### src/sv/isort_pkg.sv
package isort_pkg;

   localparam int unsigned VALUE_WIDTH = 32;

   // Contents of one cell as seen by its neighbors
   typedef struct packed {
      logic                          valid;
      logic signed [VALUE_WIDTH-1:0] value;
   } isort_link_type;

   // Sorter control states
   typedef enum logic [1:0] {
      ST_LOAD = 2'b01,
      ST_EMIT = 2'b10
   } isort_state_type;

endpackage

### src/sv/isort_cell.sv
module isort_cell (
   input  logic                                         clock,
   input  logic                                         reset,
   input  logic                                         insert,
   input  logic                                         emit,
   input  logic signed [isort_pkg::VALUE_WIDTH-1:0]     new_value,
   input  isort_pkg::isort_link_type                    left_link,
   input  logic                                         left_gt,
   input  isort_pkg::isort_link_type                    right_link,
   output isort_pkg::isort_link_type                    own_link,
   output logic                                         own_gt
);
   import isort_pkg::*;

   logic                          valid_ff;
   logic                          valid_in;
   logic signed [VALUE_WIDTH-1:0] value_ff;
   logic signed [VALUE_WIDTH-1:0] value_in;

   // An empty cell counts as greater than anything, so it sits in the shift zone
   assign own_gt = !valid_ff || (value_ff > new_value);

   assign own_link.valid = valid_ff;
   assign own_link.value = value_ff;

   // Emission shifts toward cell 0; insertion shifts the greater tail away from it
   always_comb begin
      valid_in = valid_ff;
      value_in = value_ff;
      if (emit) begin
         valid_in = right_link.valid;
         value_in = right_link.value;
      end else if (insert && own_gt) begin
         valid_in = valid_ff | left_link.valid;
         value_in = left_gt ? left_link.value : new_value;
      end
   end

   always_ff @(posedge clock) begin
      if (reset) begin
         valid_ff <= 1'b0;
      end else begin
         valid_ff <= valid_in;
      end
   end

   always_ff @(posedge clock) begin
      value_ff <= value_in;
   end

endmodule

### src/sv/insertion_sorter.sv
// Streaming insertion sorter. While loading, one value is taken per clock
// (start high, busy low) and placed into a chain of MAX_ELEMENTS compare
// cells in that same cycle; equal values keep arrival order. The transaction
// with req_last_in set is stored too, then busy goes high and the set comes
// out in ascending order on rsp_*, one result per cycle with rsp_strobe
// high, since the chain shifts one cell toward the output each cycle; a set
// holds 1 to MAX_ELEMENTS values. The result with rsp_last_out high is the
// greatest value; busy drops in the cycle after it. The receiver cannot
// stall: every result is shown for exactly one cycle. Values arriving once
// the chain is full are dropped and rsp_overflow is high on every result
// of that set.
module insertion_sorter #(
   parameter int unsigned MAX_ELEMENTS = 32
) (
   input  logic                                     clock,
   input  logic                                     reset,
   input  logic                                     start,
   output logic                                     busy,
   input  logic signed [isort_pkg::VALUE_WIDTH-1:0] req_sample_value,
   input  logic                                     req_last_in,
   output logic                                     rsp_strobe,
   output logic signed [isort_pkg::VALUE_WIDTH-1:0] rsp_sorted_value,
   output logic                                     rsp_last_out,
   output logic                                     rsp_overflow
);
   import isort_pkg::*;

   isort_state_type state_ff;
   isort_state_type state_in;
   logic            dropped_ff;
   logic            dropped_in;

   isort_link_type  links [MAX_ELEMENTS];
   logic            gts   [MAX_ELEMENTS];

   logic            accept;
   logic            full;
   logic            insert;
   logic            emit;

   assign busy   = (state_ff == ST_EMIT);
   assign accept = start && !busy;
   assign full   = links[MAX_ELEMENTS-1].valid;
   assign insert = accept && !full;
   assign emit   = (state_ff == ST_EMIT);

   // Cell chain
   for (genvar i = 0; i < MAX_ELEMENTS; i++) begin : g_cell
      isort_link_type left_link;
      isort_link_type right_link;
      logic           left_gt;

      if (i == 0) begin : g_head
         assign left_link.valid = 1'b1;
         assign left_link.value = req_sample_value;
         assign left_gt         = 1'b0;
      end else begin : g_body
         assign left_link = links[i-1];
         assign left_gt   = gts[i-1];
      end

      if (i == MAX_ELEMENTS - 1) begin : g_tail
         assign right_link.valid = 1'b0;
         assign right_link.value = req_sample_value;
      end else begin : g_inner
         assign right_link = links[i+1];
      end

      isort_cell u_cell (
         .clock      (clock),
         .reset      (reset),
         .insert     (insert),
         .emit       (emit),
         .new_value  (req_sample_value),
         .left_link  (left_link),
         .left_gt    (left_gt),
         .right_link (right_link),
         .own_link   (links[i]),
         .own_gt     (gts[i])
      );
   end

   // Result port: cell 0 is always the smallest remaining value
   assign rsp_strobe       = emit;
   assign rsp_sorted_value = links[0].value;
   assign rsp_last_out     = emit && !links[1].valid;
   assign rsp_overflow     = dropped_ff;

   // Control
   always_comb begin
      state_in   = state_ff;
      dropped_in = dropped_ff;
      case (state_ff)
         ST_LOAD: begin
            if (accept && full) begin
               dropped_in = 1'b1;
            end
            if (accept && req_last_in) begin
               state_in = ST_EMIT;
            end
         end
         ST_EMIT: begin
            if (rsp_last_out) begin
               state_in   = ST_LOAD;
               dropped_in = 1'b0;
            end
         end
         default: begin
            state_in   = ST_LOAD;
            dropped_in = 1'b0;
         end
      endcase
   end

   always_ff @(posedge clock) begin
      if (reset) begin
         state_ff   <= ST_LOAD;
         dropped_ff <= 1'b0;
      end else begin
         state_ff   <= state_in;
         dropped_ff <= dropped_in;
      end
   end

endmodule
### config.mk
export PLATFORM = sky130hd
export DESIGN_NAME = insertion_sorter
export DESIGN_NICKNAME = d
export VERILOG_FILES = /design/src/sv/isort_pkg.sv /design/src/sv/isort_cell.sv /design/src/sv/insertion_sorter.sv
export SDC_FILE = /design/constraint.sdc
export NUM_CORES = 2
export LEC_CHECK = 0
export BUFFER_PORTS_ARGS = -buffer_cell sky130_fd_sc_hd__buf_4
export CAP_MARGIN = 20
export CORE_ASPECT_RATIO = 0.8
export CORE_MARGIN = 3
export CORE_UTILIZATION = 45
export DETAILED_ROUTE_END_ITERATION = 6
export HOLD_SLACK_MARGIN = 0.15
export PLACE_DENSITY_LB_ADDON = 0.15
export RECOVER_POWER = 100
export SYNTH_ARGS = -nofsm -noshare
export SYNTH_HDL_FRONTEND = slang
export SYNTH_SLANG_ARGS = --single-unit
### constraint.sdc
create_clock -name clock -period 6.4 [get_ports clock]
set_input_delay 0.32 -clock clock [delete_from_list [all_inputs] [get_ports clock]]
set_output_delay 0.32 -clock clock [all_outputs]
set_load 0.1 [all_outputs]
==> reports/metrics.csv <==
metric;value;unit
timing.setup.tns;0;ns
synth_ff_type;edfxtp_1;
track_usage;33.8;%
fp-row-count;131;
nets;8359;
final_cell_area;79900;um^2
cp-start-kind;input port;
async_flop_share;0;%
slew_headroom;-53.5;%
dieHeight;366;um
finClkSkew;0.0341;ns
finalMaxSlewViolations;349;
wl_per_cell;30.6;um
setup_viol;0;
die_width;456;um
cts_tree;done;
crit_arrival;6.06;ns
dieArea;167000;um^2
yosysWarningCount;0;
start_util;45.6;%
grt_pass1_wl;425000;um
port_buffers;71;
irDropWorstVdd;0.211;mV
vias;65222;
cts_made_buffers;117;
hold_violations;0;
critPathKind;in2reg;
syn_area;73000;um^2
io_pins;72;
clkTransAtPathRegs;0.06;ns
period_share;87.8;%
placed_cells;9301;
synth_edf_count;1024;
htree_levels;3;
antenna_found_initial;12;
utilization;49.8;%
power.density;257;nW/um^2
post_cts_buffers;0;
setup_ws;0.779;ns
grt-ovfl-total;0;
drive_above_1_share;6.19;%
rsz0062_at_grt;false;
syn_area_per_cell;9.81;um^2
cts_root_buf;clkbuf_16;
path_max_fanout;64;
p_leak;31.4;nW
synth_nets;8471;
cts_buffer_depth;3;
placed_cell_area;76200;um^2
required;6.84;ns
hold_class;in2reg;
syn_inst;7443;
wirelength;292000;um
maxCapViolations;9;
fin_crit;5.62;ns
violations;capacitance limit, slew limit;
crit_path_end_kind;flip-flop;
ys_seq_area_share;43.1;%
remaining_drc_errors;0;
grt_pass1_vias;62879;
post-dp-hpwl;206000;um
drt_iter0_drc;8242;
synth_seq_cells;1059;
clkLatencyLatePin;0.77;ns
coreArea;160000;um^2
cts_sinks;1059;
final_cells;9559;
drtPass1Iterations;6;
fill_cells;14969;
area_growth;9.35;%
gp_congestion;0.940;
grt_max_degree;174;
worstMarginPinSlew;2.30;ns
synth.distinct_cells;65;
ant_nets;0;
via_per_inst;6.82;
place_ws;1.60;ns
status;finished with violations;
fmax;178;MHz
layer usage:
layer  GRT usage [%]  up-vias  wire length (um)
li1                -    28676                 -
met1            46.0    32069            119000
met2            50.8     3723            127000
met3            8.53      742             31700
met4            14.4       12             14100
met5           0.769        -               313
cell families (layout without fill, tap and decap cells):
| family | count (synthesis) | count (layout) | share of synthesized area (%) |
|---|---|---|---|
| AO/OA/AOI/OAI | 1877 | 1877 | 18.1 |
| XOR/XNOR | 1 | 1 | 0.0120 |
| adder cells (fa/ha/maj) | 992 | 992 | 17.0 |
| buffers and inverters | 652 | 638 | 3.40 |
| flip-flops | 1059 | 1059 | 43.1 |
| multiplexers | 64 | 64 | 1.09 |
| other | 0 | 2 | 0 |
| AND/OR/NAND/NOR | 2798 | 2798 | 17.4 |
worst max-delay path: stages:
cell	delay, ns
dlygate4sd3_1	0.57
buf_4	0.21
inv_1	1.25
buf_4	0.38
ha_1	0.18
nand4_1	0.14
nor4_1	1.01
nor3b_1	0.29
a2111oi_0	0.14
nor2_4	0.18
clkbuf_2	1.02
o211ai_1	0.29
stage by stage:
stage | total power [mW] | hold slack, ns
2_1_floorplan | 11.9 | 0.454
3_3_place_gp | 13.5 | 0.482
3_5_place_dp | 13.7 | 0.487
4_1_cts | 20.5 | 0.333
5_1_grt | 21.3 | 0.370
6_report | 20.5 | 0.393
final timing paths:
path	slack (ns)	endpoint	startpoint	cells past startpoint
max	0.78	g_cell[25].u_cell.value_ff[25]$_DFFE_PP_	req_sample_value[21]	12
min	0.39	g_cell[2].u_cell.value_ff[0]$_DFFE_PP_	req_sample_value[0]	3
max reg2reg	1.04	g_cell[13].u_cell.value_ff[14]$_DFFE_PP_	state_ff[0]$_SDFFE_PP1P_	6
min reg2reg	0.50	g_cell[30].u_cell.valid_ff$_SDFFE_PP0P_	g_cell[29].u_cell.valid_ff$_SDFFE_PP0P_	2
final cells by class:
cell class / instances / area [um^2] / area share (%)
Clock inverter: 55 / 454 / 0.569
Sequential cell: 1059 / 31500 / 39.4
Timing Repair Buffer: 283 / 2250 / 2.82
Tap cell: 2128 / 2660 / 3.33
Clock buffer: 162 / 3240 / 4.06
Multi-Input combinational cell: 5732 / 39300 / 49.2
Antenna cell: 2 / 5.00 / 0.00627
Inverter: 138 / 526 / 0.658
synthesized netlist by cell type (5+ instances only):
library cell     n  area, um^2
and2_0           5        31.3
o31ai_1         11        82.6
inv_1          136         510
a211oi_1        52         390
a21boi_0        21         158
a31oi_1          6        37.5
nor3_1          59         295
a22oi_1          6        45.0
ha_1           992       12400
nand2_1       1254        4710
and3_1          14        87.6
nand3_1        907        4540
nor4_1          37         231
o211ai_1       845        6340
o21a_1          17         128
o31a_1           7        61.3
nor2b_1         43         269
nand4_1        212        1330
a221oi_1        24         210
or4_1            7        52.6
nor2_1         213         800
o221ai_1        21         184
mux2_4          30         450
a32o_1          15         150
nor3b_1         16         120
buf_2            5        25.0
nand2b_1         8        50.1
a2111oi_0       26         228
a21o_1         136        1020
clkbuf_1       393        1480
mux2i_1         32         320
o21ai_0        164         821
edfxtp_1      1024       30700
and4_1          11        96.3
dfxtp_1         35         701
a211o_1         20         175
a21oi_1        382        1910
a221o_1        103        1030
buf_1          112         420
layout by cell type (no fill, tap or decap), types with 21 or more instances in the layout:
| cell type | count |
|---|---|
| clkinv_1 | 24 |
| nor4_1 | 38 |
| inv_2 | 31 |
| inv_1 | 106 |
| clkbuf_1 | 81 |
| a211oi_1 | 52 |
| a2111oi_0 | 26 |
| clkbuf_16 | 122 |
| dlygate4sd3_1 | 35 |
| dfxtp_1 | 35 |
| nand3_1 | 903 |
| a21boi_0 | 21 |
| nor2_1 | 198 |
| nor3_1 | 59 |
| a221o_1 | 103 |
| a21o_1 | 136 |
| mux2_1 | 27 |
| nand4_1 | 212 |
| o21ai_0 | 158 |
| buf_4 | 155 |
| clkbuf_2 | 26 |
| nand2_2 | 30 |
| mux2i_1 | 32 |
| nor2b_1 | 42 |
| o221ai_1 | 21 |
| a221oi_1 | 24 |
| a21oi_1 | 381 |
| nand2_1 | 1224 |
| o211ai_1 | 845 |
| ha_1 | 992 |
| edfxtp_1 | 1024 |
state kept, by name, indices dropped and copies added, names as in the netlist:
name                    count
g_cell.u_cell.valid_ff     32
g_cell.u_cell.value_ff   1024
rsp_overflow                1
state_ff                    2
power by group:
| group | total, mW | internal (mW) | switching, mW |
|---|---|---|---|
| Combinational | 4.18 | 1.54 | 2.64 |
| Sequential | 9.51 | 8.61 | 0.893 |
| Clock | 6.86 | 3.80 | 3.07 |
timing repair:
| item | 4_1_cts | 5_1_grt |
|---|---|---|
| hold buffers | 35 | 0 |
| resized for setup | 0 | 0 |
| hold endpoints to repair | 76 | 0 |
Power figures use the tool's default switching activity.
